## src/rtl/stor_pkg.sv

```systemverilog
// Shared constants, command and status types of the sample table offset resolver.
package stor_pkg;

    localparam int RUN_DEPTH    = 64;
    localparam int CHUNK_DEPTH  = 1024;
    localparam int SAMPLE_DEPTH = 4096;

    localparam int RUN_AW    = $clog2(RUN_DEPTH + 1);
    localparam int CHUNK_AW  = $clog2(CHUNK_DEPTH + 1);
    localparam int SAMPLE_AW = $clog2(SAMPLE_DEPTH + 1);

    localparam int OP_W       = 3;
    localparam int IDX_W      = 13;
    localparam int FIRST_W    = 11;
    localparam int SPC_W      = 16;
    localparam int DESC_W     = 16;
    localparam int OFF_W      = 64;
    localparam int SIZE_W     = 32;
    localparam int NUM_W      = 13;
    localparam int STS_W      = 2;
    localparam int CFG_IDX_W  = 2;
    localparam int CFG_DATA_W = 32;
    localparam int RUNS_W     = 7;
    localparam int SAMPLES_W  = 13;
    localparam int CHUNKS_W   = 11;
    localparam int COUNT_W    = 34;
    localparam int PROD_W     = 48;
    localparam int DIVCNT_W   = $clog2(NUM_W);

    localparam logic [OP_W-1:0] OP_LOAD_RUN     = 3'd0;
    localparam logic [OP_W-1:0] OP_LOAD_CHUNK   = 3'd1;
    localparam logic [OP_W-1:0] OP_LOAD_SAMPLE  = 3'd2;
    localparam logic [OP_W-1:0] OP_SAMPLE_QUERY = 3'd3;
    localparam logic [OP_W-1:0] OP_CHUNK_QUERY  = 3'd4;

    localparam logic [STS_W-1:0] STS_OK    = 2'd0;
    localparam logic [STS_W-1:0] STS_RANGE = 2'd1;
    localparam logic [STS_W-1:0] STS_ZERO  = 2'd2;

    localparam logic [CFG_IDX_W-1:0] CFG_FIXED_SIZE   = 2'd0;
    localparam logic [CFG_IDX_W-1:0] CFG_RUN_COUNT    = 2'd1;
    localparam logic [CFG_IDX_W-1:0] CFG_SAMPLE_COUNT = 2'd2;
    localparam logic [CFG_IDX_W-1:0] CFG_CHUNK_COUNT  = 2'd3;

    localparam logic [PROD_W-1:0] SIZE_SAT = PROD_W'(64'hFFFF_FFFF);

    typedef enum logic [4:0] {
        DP_IDLE        = 5'd0,
        DP_LATCH       = 5'd1,
        DP_START       = 5'd2,
        DP_CUR_TAKE    = 5'd3,
        DP_NXT_TAKE    = 5'd4,
        DP_ADVANCE     = 5'd5,
        DP_DIV_INIT    = 5'd6,
        DP_DIV_STEP    = 5'd7,
        DP_SQ_OFF      = 5'd8,
        DP_SQ_FIX_MUL  = 5'd9,
        DP_SQ_FIX_FIN  = 5'd10,
        DP_SQ_SUM_INIT = 5'd11,
        DP_SQ_ACC      = 5'd12,
        DP_SQ_FIN      = 5'd13,
        DP_CQ_MUL      = 5'd14,
        DP_CQ_ADD      = 5'd15,
        DP_CQ_FIX_MUL  = 5'd16,
        DP_CQ_SUM_INIT = 5'd17,
        DP_CQ_ACC      = 5'd18,
        DP_CQ_FIN      = 5'd19,
        DP_ERR_RANGE   = 5'd20,
        DP_ERR_ZERO    = 5'd21
    } dp_op_t;

    typedef struct packed {
        dp_op_t op;
        logic   out_load;
    } stor_cmd_t;

    typedef struct packed {
        logic is_query;
        logic is_sample;
        logic range_bad;
        logic more_runs;
        logic chunk_break;
        logic step_hit;
        logic spc_zero;
        logic below_first;
        logic div_last;
        logic chunk_bad;
        logic fixed_on;
        logic sq_more;
        logic cq_more;
    } stor_flags_t;

    typedef struct packed {
        logic [FIRST_W-1:0] first;
        logic [SPC_W-1:0]   spc;
        logic [DESC_W-1:0]  desc;
    } run_entry_t;

endpackage

```

## src/rtl/stor_ctrl.sv

```systemverilog
// Sequencing state machine of the sample table offset resolver.
module stor_ctrl
    import stor_pkg::*;
(
    input  logic        clk,
    input  logic        rst_n,
    input  logic        in_valid,
    input  logic        out_stall,
    input  stor_flags_t flags,
    output stor_cmd_t   cmd,
    output logic        in_stall,
    output logic        out_valid
);

    typedef enum logic [20:0] {
        ST_IDLE        = 21'h000001,
        ST_CHECK       = 21'h000002,
        ST_RUN_FIRST   = 21'h000004,
        ST_WALK_RD     = 21'h000008,
        ST_WALK_MUL    = 21'h000010,
        ST_WALK_STEP   = 21'h000020,
        ST_WALK_END    = 21'h000040,
        ST_DIV         = 21'h000080,
        ST_SQ_CHK      = 21'h000100,
        ST_SQ_FIXMUL   = 21'h000200,
        ST_SQ_FIXFIN   = 21'h000400,
        ST_SQ_SUMINIT  = 21'h000800,
        ST_SQ_LOOP_RD  = 21'h001000,
        ST_SQ_LOOP_ACC = 21'h002000,
        ST_SQ_LAST     = 21'h004000,
        ST_CQ_ADD      = 21'h008000,
        ST_CQ_SIZE     = 21'h010000,
        ST_CQ_LOOP_RD  = 21'h020000,
        ST_CQ_LOOP_ACC = 21'h040000,
        ST_CQ_FIN      = 21'h080000,
        ST_DONE        = 21'h100000
    } state_t;

    state_t state_reg;
    state_t state_next;
    logic   out_valid_reg;
    logic   out_valid_next;

    always_comb
    begin
        state_next   = state_reg;
        cmd.op       = DP_IDLE;
        cmd.out_load = 1'b0;
        unique case (state_reg)
            ST_IDLE:
            begin
                if (in_valid)
                begin
                    cmd.op     = DP_LATCH;
                    state_next = ST_CHECK;
                end
            end
            ST_CHECK:
            begin
                if (!flags.is_query)
                begin
                    state_next = ST_IDLE;
                end
                else if (flags.range_bad)
                begin
                    cmd.op     = DP_ERR_RANGE;
                    state_next = ST_DONE;
                end
                else
                begin
                    cmd.op     = DP_START;
                    state_next = ST_RUN_FIRST;
                end
            end
            ST_RUN_FIRST:
            begin
                cmd.op     = DP_CUR_TAKE;
                state_next = ST_WALK_RD;
            end
            ST_WALK_RD:
            begin
                state_next = flags.more_runs ? ST_WALK_MUL : ST_WALK_END;
            end
            ST_WALK_MUL:
            begin
                cmd.op = DP_NXT_TAKE;
                if (!flags.is_sample && flags.chunk_break)
                begin
                    state_next = ST_WALK_END;
                end
                else
                begin
                    state_next = ST_WALK_STEP;
                end
            end
            ST_WALK_STEP:
            begin
                if (flags.is_sample && flags.step_hit)
                begin
                    state_next = ST_WALK_END;
                end
                else
                begin
                    cmd.op     = DP_ADVANCE;
                    state_next = ST_WALK_RD;
                end
            end
            ST_WALK_END:
            begin
                if (flags.is_sample)
                begin
                    if (flags.spc_zero)
                    begin
                        cmd.op     = DP_ERR_ZERO;
                        state_next = ST_DONE;
                    end
                    else
                    begin
                        cmd.op     = DP_DIV_INIT;
                        state_next = ST_DIV;
                    end
                end
                else if (flags.below_first)
                begin
                    cmd.op     = DP_ERR_RANGE;
                    state_next = ST_DONE;
                end
                else
                begin
                    cmd.op     = DP_CQ_MUL;
                    state_next = ST_CQ_ADD;
                end
            end
            ST_DIV:
            begin
                cmd.op = DP_DIV_STEP;
                if (flags.div_last)
                begin
                    state_next = ST_SQ_CHK;
                end
            end
            ST_SQ_CHK:
            begin
                if (flags.chunk_bad)
                begin
                    cmd.op     = DP_ERR_RANGE;
                    state_next = ST_DONE;
                end
                else
                begin
                    cmd.op     = DP_SQ_OFF;
                    state_next = flags.fixed_on ? ST_SQ_FIXMUL : ST_SQ_SUMINIT;
                end
            end
            ST_SQ_FIXMUL:
            begin
                cmd.op     = DP_SQ_FIX_MUL;
                state_next = ST_SQ_FIXFIN;
            end
            ST_SQ_FIXFIN:
            begin
                cmd.op     = DP_SQ_FIX_FIN;
                state_next = ST_DONE;
            end
            ST_SQ_SUMINIT:
            begin
                cmd.op     = DP_SQ_SUM_INIT;
                state_next = ST_SQ_LOOP_RD;
            end
            ST_SQ_LOOP_RD:
            begin
                state_next = flags.sq_more ? ST_SQ_LOOP_ACC : ST_SQ_LAST;
            end
            ST_SQ_LOOP_ACC:
            begin
                cmd.op     = DP_SQ_ACC;
                state_next = ST_SQ_LOOP_RD;
            end
            ST_SQ_LAST:
            begin
                cmd.op     = DP_SQ_FIN;
                state_next = ST_DONE;
            end
            ST_CQ_ADD:
            begin
                cmd.op     = DP_CQ_ADD;
                state_next = ST_CQ_SIZE;
            end
            ST_CQ_SIZE:
            begin
                if (flags.fixed_on)
                begin
                    cmd.op     = DP_CQ_FIX_MUL;
                    state_next = ST_CQ_FIN;
                end
                else
                begin
                    cmd.op     = DP_CQ_SUM_INIT;
                    state_next = ST_CQ_LOOP_RD;
                end
            end
            ST_CQ_LOOP_RD:
            begin
                state_next = flags.cq_more ? ST_CQ_LOOP_ACC : ST_CQ_FIN;
            end
            ST_CQ_LOOP_ACC:
            begin
                cmd.op     = DP_CQ_ACC;
                state_next = ST_CQ_LOOP_RD;
            end
            ST_CQ_FIN:
            begin
                cmd.op     = DP_CQ_FIN;
                state_next = ST_DONE;
            end
            ST_DONE:
            begin
                if (!out_valid_reg || !out_stall)
                begin
                    cmd.out_load = 1'b1;
                    state_next   = ST_IDLE;
                end
            end
            default:
            begin
                state_next = ST_IDLE;
            end
        endcase
    end

    assign out_valid_next = cmd.out_load | (out_valid_reg & out_stall);

    always_ff @(posedge clk or negedge rst_n)
    begin
        if (!rst_n)
        begin
            state_reg     <= ST_IDLE;
            out_valid_reg <= 1'b0;
        end
        else
        begin
            state_reg     <= state_next;
            out_valid_reg <= out_valid_next;
        end
    end

    assign in_stall  = (state_reg != ST_IDLE);
    assign out_valid = out_valid_reg;

endmodule

```

## config.mk

```make
export PLATFORM = sky130hd
export DESIGN_NAME = stor_ctrl
export DESIGN_NICKNAME = d
export VERILOG_FILES = /design/src/rtl/stor_pkg.sv /design/src/rtl/stor_ctrl.sv
export SDC_FILE = /design/constraint.sdc
export NUM_CORES = 1
export LEC_CHECK = 0
export BUFFER_PORTS_ARGS = -buffer_cell sky130_fd_sc_hd__buf_4
export CAP_MARGIN = 20
export CORE_MARGIN = 3
export CORE_UTILIZATION = 30
export CTS_CLUSTER_SIZE = 8
export DETAILED_ROUTE_END_ITERATION = 7
export SYNTH_ARGS = -nofsm -noshare
export SYNTH_HDL_FRONTEND = slang
export SYNTH_SLANG_ARGS = --single-unit
export TNS_END_PERCENT = 100
```

## constraint.sdc

```tcl
create_clock -name clk -period 4.74 [get_ports clk]
set_input_delay 0.474 -clock clk [delete_from_list [all_inputs] [get_ports clk]]
set_output_delay 0.474 -clock clk [all_outputs]
set_load 0.03 [all_outputs]
```

# [Word-level counts from Yosys, hierarchy flattened]
# Cells that the tools add are included.
[word_totals] ff_bits=22 word_cells=67 input_bits=17
[op_classes] n_reduce_logical=9 n_mux=29 bitwise_logic=2 eq_ne=25
[ops] cell="21-bit one-hot mux with 18 select lines" n=1
[ops] cell="21-bit two-way mux" n=9
[ops] cell="5-bit one-hot mux with 17 select lines" n=1
[ops] cell="20-bit two-way mux" n=2
[ops] cell="5-bit two-way mux" n=6
[ops] cell="21-bit by 1-bit equality test with 1-bit output (second input constant)" n=1
[ops] cell="21-bit by 10-bit equality test with 1-bit output (second input constant)" n=1
[ops] cell="21-bit by 11-bit equality test with 1-bit output (second input constant)" n=1
[ops] cell="21-bit by 12-bit equality test with 1-bit output (second input constant)" n=1
[ops] cell="21-bit by 13-bit equality test with 1-bit output (second input constant)" n=1
[ops] cell="21-bit by 14-bit equality test with 1-bit output (second input constant)" n=1
[ops] cell="21-bit by 15-bit equality test with 1-bit output (second input constant)" n=1
[ops] cell="21-bit by 16-bit equality test with 1-bit output (second input constant)" n=1
[ops] cell="21-bit by 17-bit equality test with 1-bit output (second input constant)" n=1
[ops] cell="21-bit by 18-bit equality test with 1-bit output (second input constant)" n=1
[ops] cell="21-bit by 19-bit equality test with 1-bit output (second input constant)" n=1
[ops] cell="21-bit by 2-bit equality test with 1-bit output (second input constant)" n=1
[ops] cell="21-bit by 20-bit equality test with 1-bit output (second input constant)" n=1
[ops] cell="21-bit equality test (second input constant)" n=1
[ops] cell="21-bit by 3-bit equality test with 1-bit output (second input constant)" n=1
[ops] cell="21-bit by 4-bit equality test with 1-bit output (second input constant)" n=1
[ops] cell="21-bit by 5-bit equality test with 1-bit output (second input constant)" n=1
[ops] cell="21-bit by 6-bit equality test with 1-bit output (second input constant)" n=1
[ops] cell="21-bit by 7-bit equality test with 1-bit output (second input constant)" n=1
[ops] cell="17 further kinds" n=27

# [Logic depth before layout (Yosys ltp)]
# Gate-level depths: netlist (run 1).
[logic_depth] word_depth=5 mapped_depth=7

# [Worst setup path after synthesis (run 1)]
# No wires, ideal clock.
[synth_path] kind="register -> output" startpoint="reg state_reg[9]" endpoint="out cmd[0] in the netlist's numbering" arrival_ns=2.084 n_path_buf=2 setup_slack_ns=2.182 path_stages_with_launch=7 cell_sequence="dfrtp_1 buf_6 or4_4 buf_6 nor4_4 nand4b_1 a21oi_1"
[synth_lines] element="start, declared" line="stor_ctrl.sv:39" source="state_t state_reg;"
[synth_lines] element="start signal, assigned" line="stor_ctrl.sv:242" source="state_reg <= state_next;"
[synth_lines] element="end, declared" line="stor_ctrl.sv:10" source="output stor_cmd_t cmd,"

==> run_results.csv, run 1 <==
group,metric,value,unit
floorplanning,fp-row-count,26,
placement,place.gp.congestion,0.9306,
sta,fin_skew,0.003660,ns
cts,ctsHoldBuffers,0,
worst_setup_path,start_kind,"register",
hold_path,hold_path.class,"in2async",
final_layout,areaGrowthSynthToFinish,14.13,%
placement,dpl.hpwl,3726,um
cts,post_cts_buffers,0,
yosys,synth_top_area_cell,"dfrtp_1",
worst_setup_path,end_kind,"output port",
worst_setup_path,rrSetupSlack,2.46,ns
sta,slew_violations,0,
pwr,pwr-share-comb,38.8,%
yosys,synth_area_leaders,"dfrtp_1, nand4_1, nand2_1, buf_2, nor2_1",
sta,fin_crit,3.190,ns
yosys,synth_top_family_by_area,"simple AND/OR/NAND/NOR gates",
floorplanning,ios,25,
sta,setup_ws,1.550,ns
sta,slew_headroom,48.77,%
worst_setup_path,cp.arrival,2.72,ns
yosys,synth_compound_area_share,11.65,%
cts,cts_tree,"built",
cts,cts-root-buf,"clkbuf_8",
cts,cts_sinks,22,
cts,clk_latency,0.27,ns
yosys,ys_types,56,
cts,htree_num_levels,1,
final_layout,nNetsFinal,227,
yosys,syn_nets,211,
sta,holdWs,0.08468,ns
pwr,p_int,0.3648,mW
worst_setup_path,r2r-start,"state_reg[13]$_DFFE_PN0P_",
yosys,synth_xor_area_share,3.569,%
yosys,syn_area_per_cell,8.855,um^2
grt,grt_pass1_vias,1462,
routing,vias_per_cell,5.685,
floorplanning,die_x,81.67,um
run,drv_cap,0,
yosys,synth_top_area_share,30.59,%
grt,grt_pass1_wl,7493,um
cts,cts_resized,0,
final_layout,largest_reg_flops,21,
floorplanning,start_util,32.20,%
final_layout,diodes,0,
pwr,ir_drop,0.1850,mV
routing,vias,1586,
floorplanning,dieArea,6670,um^2
yosys,syn_inst,194,
cts,clkSlewWorstSetupHoldPaths,0.09,ns
floorplanning,core-area,5335,um^2
grt,grt_use_total,14.85,%
yosys,synthSimpleGateAreaFrac,45.88,%
worst_setup_path,rr_worst_depth,5,
worst_setup_path,cp_data_required_time,4.27,ns
pwr,power_density,300.7,nW/um^2
final_layout,instances_no_fill,279,
placement,placed_cells_incl_taps,275,
sta,fin_tns_setup,0,ns
worst_setup_path,crit_slowest_cell,"or4_4",
worst_setup_path,worst-path-buf-inv,1,
sta,rsz0062_at_grt,"no",
grt,grt_max_degree,23,
sta,setup_viol,0,
worst_setup_path,crit_chain,"or4_4 > nor3_4 > nand3_2 > o32a_1 > or3b_1 > buf_4",
cts,numCtsBuffers,3,
sta,fmax,0.3135,GHz
yosys,ys.warnings.count,0,
placement,port-buffer-count,24,
worst_setup_path,worstSetupStartpoint,"state_reg[13]$_DFFE_PN0P_",
final_layout,drive_gt1_share,23.44,%
sta,final_hold_viol_count,0,
yosys,synth_ff_type,"dfrtp_1",
outcome,run_status,"completed",
routing,wl_per_cell,17.11,um
routing,first_pass_iters,4,
yosys,seq_area_frac_synth,32.12,%
routing,postRouteAntennaNets,0,
final_layout,fillers,569,
pwr,p_sw_share,38.13,%
placement,place_ws,1.873,ns
worst_setup_path,path_class,"reg2out",
grt,antenna_found_initial,0,
worst_setup_path,crit_path_max_incr_delay,0.62,ns
routing,drt_first_iter_violations,155,
yosys,synth_edf_count,0,
grt,grt_overflow,0,
pwr,p_leak,0.8915,nW
worst_setup_path,r2r_end,"state_reg[20]$_DFFE_PN0P_",
worst_setup_path,crit_fanout,14,
sta,tightest_slew,0.7614,ns
yosys,synth-seq-cells,22,
routing,drc,0,
worst_setup_path,critPathTopFamily,"simple AND/OR/NAND/NOR gates",
final_layout,layout_common_cells,"buf_4, dfrtp_1, nand2_1, nor2_1, nand4_1",
pwr,pwr-share-clk,23.9,%
final_layout,layout_commonest_cell,"buf_4",
floorplanning,die_h,81.67,um
sta,period_share,67.29,%
pwr,p_sw,0.2248,mW
yosys,syn-cell-area,1718,um^2
pwr,p_seq_share,37.3,%
cts,clk_path_buf_depth,2,
yosys,synthArstFlopShare,100.0,%
routing,wirelength,4774,um
yosys,synth.area.mux_share,0.5827,%
yosys,synthAdderAreaFrac,0,%
## metrics by stage
step                      power (mW)  util, %  cell area, um^2
after floorplan               0.3871        -             1718
after global placement        0.4491    35.72             1906
after detailed placement      0.4503    35.72             1906
after CTS                     0.5933    36.75             1961
after global routing          0.6264    36.75             1961
final                         0.5896    36.75             1961
## layout make-up
cell class	instances	area (um^2)	share of cell area, %
repair buffers	24	180.2	9.190
multi-input cells	152	1060	54.05
clock buffers	4	55.05	2.808
well taps	70	87.58	4.467
inverters	7	26.28	1.340
flip-flops and latches	22	551.8	28.14
## power groups by stage
stage	clock network, mW	registers, mW	logic [mW]
after floorplan	0	0.208	0.180
after global placement	0	0.223	0.226
after detailed placement	0	0.223	0.228
after CTS	0.146	0.219	0.229
after global routing	0.153	0.223	0.250
final	0.141	0.220	0.229
## worst register-to-register path, cell delays in order, from the launching register on
cell       delay, ns
dfrtp_1         0.48
or4_4           0.63
nor3_4          0.51
and4_1          0.32
a211oi_1        0.13
o2111ai_1       0.13
## routing by layer
| metal | vias up | share of wire (%) | track usage, % |
|---|---|---|---|
| met3 | 4 | 7.1 | 3.947 |
| met5 | - | 0 | 0 |
| met1 | 757 | 47 | 21.30 |
| met4 | 0 | 0.84 | 2.492 |
| li1 | 772 | - | - |
| met2 | 53 | 45 | 22.64 |
## cell families (layout without fill, tap and decap cells)
logic type / count (synthesis) / after routing
buf+inv: 20 / 35
xor+xnor: 7 / 7
flops: 22 / 22
compound gates: 27 / 27
mux: 1 / 1
simple gates: 117 / 117
## worst max-delay path by stage
stage               endpoint  cells past startpoint  slack (ns)
finish                cmd[2]                      6        1.55
global route          cmd[2]                      6        1.41
CTS                   cmd[2]                      6        1.57
detailed placement    cmd[2]                      6        1.87
global placement      cmd[2]                      6        1.89
floorplan             cmd[0]                      6        2.18
## Yosys cell counts (2+ instances only)
library cell and number:
dfrtp_1 21, nor4_1 4, nand3_1 6, nor3_2 2, nor4_4 2, o2111ai_1 2, nand2b_1 4, nand4_1 10
nand2_1 14, o211ai_1 2, nor2_2 3, o21ai_0 5, a21oi_1 4, or4b_2 2, nor4_2 2, buf_2 10
nor2_1 13, nor3b_1 5, nor4b_1 5, or3_1 3, and4_1 4, nor2b_1 4, and3_1 7, inv_1 7
buf_6 2, and2_1 3, xor2_1 3, nor3_1 8, or4_4 3, or4_1 4, nand3_2 2, xnor2_1 4
(Power assumes the default switching activity.)
==> run 2, diff against run 1 <==
--- a/config.mk
+++ b/config.mk
@@ -5,6 +5,7 @@
 export SDC_FILE = /design/constraint.sdc
 export NUM_CORES = 1
 export LEC_CHECK = 0
+export ABC_AREA = 1
 export BUFFER_PORTS_ARGS = -buffer_cell sky130_fd_sc_hd__buf_4
 export CAP_MARGIN = 20
 export CORE_MARGIN = 3
==> constraint.sdc (replaced) <==
create_clock -name clk -period 2.9 [get_ports clk]
set_input_delay 0.29 -clock clk [delete_from_list [all_inputs] [get_ports clk]]
set_output_delay 0.29 -clock clk [all_outputs]
set_load 0.03 [all_outputs]
==> run 2 against run 1 <==
Effect of this change:
- sequential share of layout area up 1.0 points
- area after synthesis down 9.9%
- first-iteration DRC count down 55%
- highest routed layer unchanged
- wire length down 18%
- sequential cell count unchanged
- design area down 3.4%
==> run_results.csv, run 2 <==
group,metric,value,unit
cts,clk_latency,0.27,ns
pwr,power_density,504.5,nW/um^2
yosys,seq_area_frac_synth,35.65,%
worst_setup_path,path_class,"reg2out",
sta,period_share,81.58,%
grt,grt_pass1_wl,6768,um
yosys,syn-cell-area,1548,um^2
final_layout,areaGrowthSynthToFinish,22.31,%
sta,fin_skew,0.002038,ns
placement,dpl.hpwl,3261,um
hold_path,hold_path.class,"in2reg",
placement,port-buffer-count,24,
outcome,run_status,"completed",
yosys,synthArstFlopShare,100.0,%
placement,place_ws,0.8464,ns
pwr,p_leak,1.083,nW
worst_setup_path,rrSetupSlack,1.08,ns
final_layout,nNetsFinal,276,
sta,fin_tns_setup,0,ns
yosys,syn_area_per_cell,6.759,um^2
routing,first_pass_iters,4,
sta,holdWs,0.1718,ns
yosys,syn_inst,229,
routing,postRouteAntennaNets,0,
yosys,synth_area_leaders,"dfrtp_1, nor2_1, nand2_1, nand3_1, inv_1",
cts,clkSlewWorstSetupHoldPaths,0.08,ns
sta,final_hold_viol_count,0,
routing,wl_per_cell,12.10,um
cts,cts-root-buf,"clkbuf_8",
grt,grt.busiest_layer,"met2",
yosys,synth-seq-cells,22,
grt,grt_max_degree,23,
floorplanning,dieArea,6057,um^2
grt,use_met3,2.320,%
floorplanning,die_h,77.83,um
floorplanning,start_util,31.92,%
pwr,ir_drop,0.2232,mV
floorplanning,ios,25,
routing,wirelength,3932,um
final_layout,diodes,0,
cts,clk_path_buf_depth,2,
sta,rsz0062_at_grt,"no",
worst_setup_path,cp.arrival,2.08,ns
placement,place.gp.congestion,0.8586,
sta,slew_headroom,75.15,%
final_layout,layout_common_cells,"nor2_1, nand2_1, inv_1, nand3_1, buf_4",
sta,slew_violations,0,
yosys,synth_top_area_share,33.95,%
cts,htree_num_levels,1,
yosys,ys.warnings.count,0,
cts,numCtsBuffers,3,
final_layout,final_util,39.05,%
sta,setup_viol,0,
floorplanning,die_x,77.83,um
worst_setup_path,start_kind,"register",
worst_setup_path,cp_data_required_time,2.61,ns
yosys,synth_top_area_cell,"dfrtp_1",
sta,fmax,0.4227,GHz
placement,placed_cell_area,1812,um^2
final_layout,drive_gt1_share,22.09,%
placement,placed_cells_incl_taps,320,
final_layout,instances_no_fill,325,
final_layout,fin_area,1893,um^2
routing,drc,0,
grt,grt_overflow,0,
floorplanning,core-area,4848,um^2
cts,cts_tree,"built",
yosys,synth_commonest_cells,"nor2_1, nand2_1, inv_1",
grt,grt_use_total,14.17,%
routing,drt_first_iter_violations,69,
sta,fin_crit,2.366,ns
sta,setup_ws,0.5342,ns
routing,vias,1485,
grt,grt_pass1_vias,1458,
yosys,synth.most_common_cell,"nor2_1",
grt,met2_usage,22.00,%
yosys,syn_nets,246,
yosys,ys_types,28,
grt,grt_util_met1,19.84,%
cts,post_cts_buffers,0,
routing,vias_per_cell,4.569,
cts,cts_sinks,22,
sta,tightest_slew,0.3696,ns
pwr,total_power,0.9551,mW
final_layout,largest_reg_flops,21,
final_layout,layout_commonest_cell,"nor2_1",
worst_setup_path,end_kind,"output port",
floorplanning,fp-row-count,25,
worst_setup_path,crit_fanout,8,
yosys,synth_ff_type,"dfrtp_1",
grt,antenna_found_initial,0,
run,drv_cap,0,
yosys,synth_edf_count,0,
-- run 2: cell count changes in the layout (fill, tap and decap cells not counted), sizes merged, moves of 5 or more --
cell and delta:
and3 -6, inv +29, nand4 -8, nor4b -5
nand3 +23, nand2 +35, or4 -7, nor2 +45
nor4 -7, nor3 -7
-- run 2: cells by family after synthesis --
logic type | share of synthesized area, %
flip-flops | 35.65
AO/OA/AOI/OAI | 5.174
AND/OR/NAND/NOR | 50.12
buffers and inverters | 9.054
-- run 2: cell type report --
class | count | area (um^2)
inverter | 37 | 140.1
clock buffer | 3 | 41.29
tap | 67 | 83.83
multi-input combinational | 170 | 855.8
clock inverter | 1 | 30.03
fill | 515 | 2955
sequential | 22 | 551.8
timing repair buffer | 25 | 190.2
-- run 2: final timing paths --
path | start | to | depth (start not counted)
worst max-delay path | state_reg[4]$_DFFE_PN0P_ | cmd[1] | 10
worst min-delay path | flags[1] | state_reg[14]$_DFFE_PN0P_ | 2
worst max register to register | state_reg[4]$_DFFE_PN0P_ | state_reg[8]$_DFFE_PN0P_ | 11
worst min register to register | out_valid$_DFF_PN0_ | out_valid$_DFF_PN0_ | 2
max in group asynchronous | rst_n | state_reg[0]$_DFFE_PN1P_ | 2
min in group asynchronous | rst_n | state_reg[1]$_DFFE_PN0P_ | 2
-- run 2: worst max-delay path: stages, from the launching register on --
cell      delay (ns)
dfrtp_1         0.41
nor2_2          0.22
nand2_2         0.13
nor2_4          0.20
nand2_2         0.10
inv_1           0.08
nand2_1         0.08
o211ai_1        0.26
nor2_1          0.08
nand3b_1        0.09
buf_4           0.16
-- run 2: layer usage --
| layer | vias to the layer above | share of wire (%) |
|---|---|---|
| met4 | 0 | 1.6 |
| met3 | 5 | 3.7 |
| met2 | 26 | 44 |
| li1 | 786 | - |
| met1 | 668 | 51 |
| met5 | - | 0 |
-- run 2: where the power goes --
| group | total (mW) | switching [mW] | internal [mW] |
|---|---|---|---|
| Clock | 0.296 | 0.111 | 0.185 |
| Sequential | 0.338 | 0.0118 | 0.327 |
| Combinational | 0.321 | 0.210 | 0.111 |
-- run 2: timing repair --
item                                    CTS  global route
hold buffers                              1             0
resized for setup                         0             0
endpoints found under the setup margin    0             0
endpoints found under the hold margin    21             0
==> run 3, diff against run 2 <==
==> constraint.sdc (replaced) <==
create_clock -name clk -period 2.2 [get_ports clk]
set_input_delay 0.22 -clock clk [delete_from_list [all_inputs] [get_ports clk]]
set_output_delay 0.22 -clock clk [all_outputs]
set_load 0.03 [all_outputs]
==> run 3 against run 2 <==
Effect of this change:
- first-iteration DRC count grew 96%
- critical path depth is the same
- highest routed layer unchanged
- wire length grew 0.53%
- via count grew 3.7%
==> run_results.csv, run 3 (synthesis gave the netlist of run 2 again) <==
group,metric,value,unit
hold_path,hold_path.class,"in2reg",
sta,holdWs,0.1142,ns
final_layout,fin_area,2064,um^2
grt,antenna_found_initial,0,
cts,numCtsBuffers,3,
worst_setup_path,crit_path_max_incr_delay,0.40,ns
sta,period_share,96.49,%
placement,dpl.hpwl,3213,um
cts,cts_sinks,22,
floorplanning,die_x,77.83,um
worst_setup_path,r2r_end,"state_reg[8]$_DFFE_PN0P_",
pwr,p_sw_share,36.89,%
cts,clk_latency,0.26,ns
worst_setup_path,end_kind,"output port",
cts,clk_path_buf_depth,2,
pwr,power_density,568.7,nW/um^2
grt,grt_pass1_vias,1436,
pwr,ir_drop,0.5057,mV
outcome,run_status,"completed",
worst_setup_path,rrSetupSlack,0.46,ns
sta,slew_headroom,77.87,%
cts,clkSlewWorstSetupHoldPaths,0.07,ns
routing,vias,1540,
worst_setup_path,start_kind,"register",
final_layout,nNetsFinal,289,
worst_setup_path,crit_path_frequent_cell,"nand2_2",
floorplanning,start_util,31.92,%
floorplanning,dieArea,6057,um^2
sta,fmax,0.4711,GHz
sta,slew_violations,0,
worst_setup_path,cp_data_required_time,1.98,ns
pwr,pwr-share-clk,21.6,%
worst_setup_path,worst-path-buf-inv,2,
final_layout,fillers,502,
floorplanning,die_h,77.83,um
pwr,pwr-share-comb,40.5,%
grt,grt_max_degree,23,
final_layout,drive_gt1_share,31.00,%
placement,place.gp.congestion,0.8881,
worst_setup_path,crit_slowest_cell,"dfrtp_1",
worst_setup_path,crit_fanout,8,
placement,placed_cell_area,1827,um^2
pwr,p_seq_share,37.9,%
placement,port-buffer-count,24,
grt,grt_use_total,13.35,%
final_layout,largest_reg_flops,21,
sta,rsz0062_at_grt,"yes",
floorplanning,fp-row-count,25,
sta,fin_crit,2.123,ns
routing,first_pass_iters,4,
routing,wl_per_cell,11.70,um
worst_setup_path,crit_end,"cmd[1]",
sta,final_hold_viol_count,0,
worst_setup_path,path_class,"reg2out",
floorplanning,core-area,4848,um^2
pwr,p_leak,1.169,nW
routing,drc,0,
placement,placed_cells_incl_taps,322,
pwr,p_int,0.7410,mW
pwr,total_power,1.174,mW
final_layout,layout_commonest_cell,"nor2_1",
worst_setup_path,rr_worst_depth,10,
pwr,p_sw,0.4330,mW
worst_setup_path,cp.arrival,1.90,ns
routing,drt_first_iter_violations,135,
worst_setup_path,path_depth,10,
cts,cts-root-buf,"clkbuf_8",
worst_setup_path,worstSetupStartpoint,"state_reg[7]$_DFFE_PN0P_",
run,drv_cap,0,
sta,tightest_slew,0.3284,ns
sta,fin_skew,0.001526,ns
routing,postRouteAntennaNets,0,
final_layout,areaGrowthSynthToFinish,33.39,%
final_layout,instances_no_fill,338,
cts,cts_tree,"built",
routing,vias_per_cell,4.556,
grt,grt_pass1_wl,6423,um
worst_setup_path,crit_chain,"nor2_2 > nand2_2 > nor2_4 > nand2_2 > inv_2 > nand2_2 > o211ai_1 > nor2_1 > nand3b_1 > buf_6",
floorplanning,ios,25,
worst_setup_path,r2r-start,"state_reg[19]$_DFFE_PN0P_",
cts,htree_num_levels,1,
sta,setup_viol,0,
routing,wirelength,3953,um
grt,grt_overflow,0,
worst_setup_path,critPathTopFamily,"simple AND/OR/NAND/NOR gates",
final_layout,layout_common_cells,"nor2_1, nand2_1, buf_4, inv_1, nand3_1",
final_layout,diodes,0,
## run 3: changes by cell type in the layout (fill, tap and decap cells not counted), sizes merged
cell,change
buf,+13
bufinv,-1
clkbuf,+1
## run 3: what timing repair did
| action | CTS | global route |
|---|---|---|
| hold buffers | 1 | 0 |
| setup buffers | 0 | 11 |
| resized for setup | 3 | 23 |
| pin swaps | 0 | 13 |
| hold endpoints to repair | 21 | 0 |
| endpoints found under the setup margin | 3 | 6 |
## run 3: worst min-delay path by stage
stage / slack (ns) / depth (start not counted) / end / from
5_1_grt: 0.10 / 2 / state_reg[14]$_DFFE_PN0P_ / flags[1]
3_3_place_gp: 0.13 / 1 / out_valid$_DFF_PN0_ / rst_n
3_5_place_dp: 0.13 / 1 / out_valid$_DFF_PN0_ / rst_n
2_1_floorplan: -0.08 / 0 / out_valid$_DFF_PN0_ / rst_n
6_report: 0.11 / 2 / state_reg[14]$_DFFE_PN0P_ / flags[1]
4_1_cts: 0.11 / 2 / state_reg[14]$_DFFE_PN0P_ / flags[1]
## run 3: power groups by stage
stage / clock [mW] / combinational [mW] / sequential, mW
6_report: 0.254 / 0.476 / 0.445
5_1_grt: 0.286 / 0.525 / 0.448
2_1_floorplan: 0 / 0.296 / 0.453
3_5_place_dp: 0 / 0.419 / 0.453
4_1_cts: 0.263 / 0.427 / 0.445
3_3_place_gp: 0 / 0.416 / 0.454
## run 3: final cells by class
class | count | area [um^2] | area share (%)
multi-input combinational | 170 | 948.4 | 45.94
sequential | 22 | 551.8 | 26.73
timing repair buffer | 38 | 295.3 | 14.30
inverter | 37 | 140.1 | 6.788
tap | 67 | 83.83 | 4.061
clock buffer | 4 | 45.04 | 2.182
## run 3: per-layer routing
| metal | wire (um) | vias to the layer above | GRT usage, % |
|---|---|---|---|
| li1 | - | 813 | - |
| met3 | 183 | 6 | 2.900 |
| met4 | 62 | 0 | 2.135 |
| met1 | 1908 | 683 | 17.92 |
| met2 | 1798 | 38 | 22.26 |
| met5 | 0 | - | 0 |
## run 3: through the flow
| step | setup TNS, ns | util [%] | worst slack [ns] |
|---|---|---|---|
| floorplan | 0 | - | 0.3226 |
| global placement | 0 | 37.68 | 0.2220 |
| detailed placement | 0 | 37.68 | 0.2323 |
| CTS | 0 | 39.10 | 0.01156 |
| global route | -0.1533 | 42.58 | -0.07606 |
| finish | 0 | 42.58 | 0.07732 |
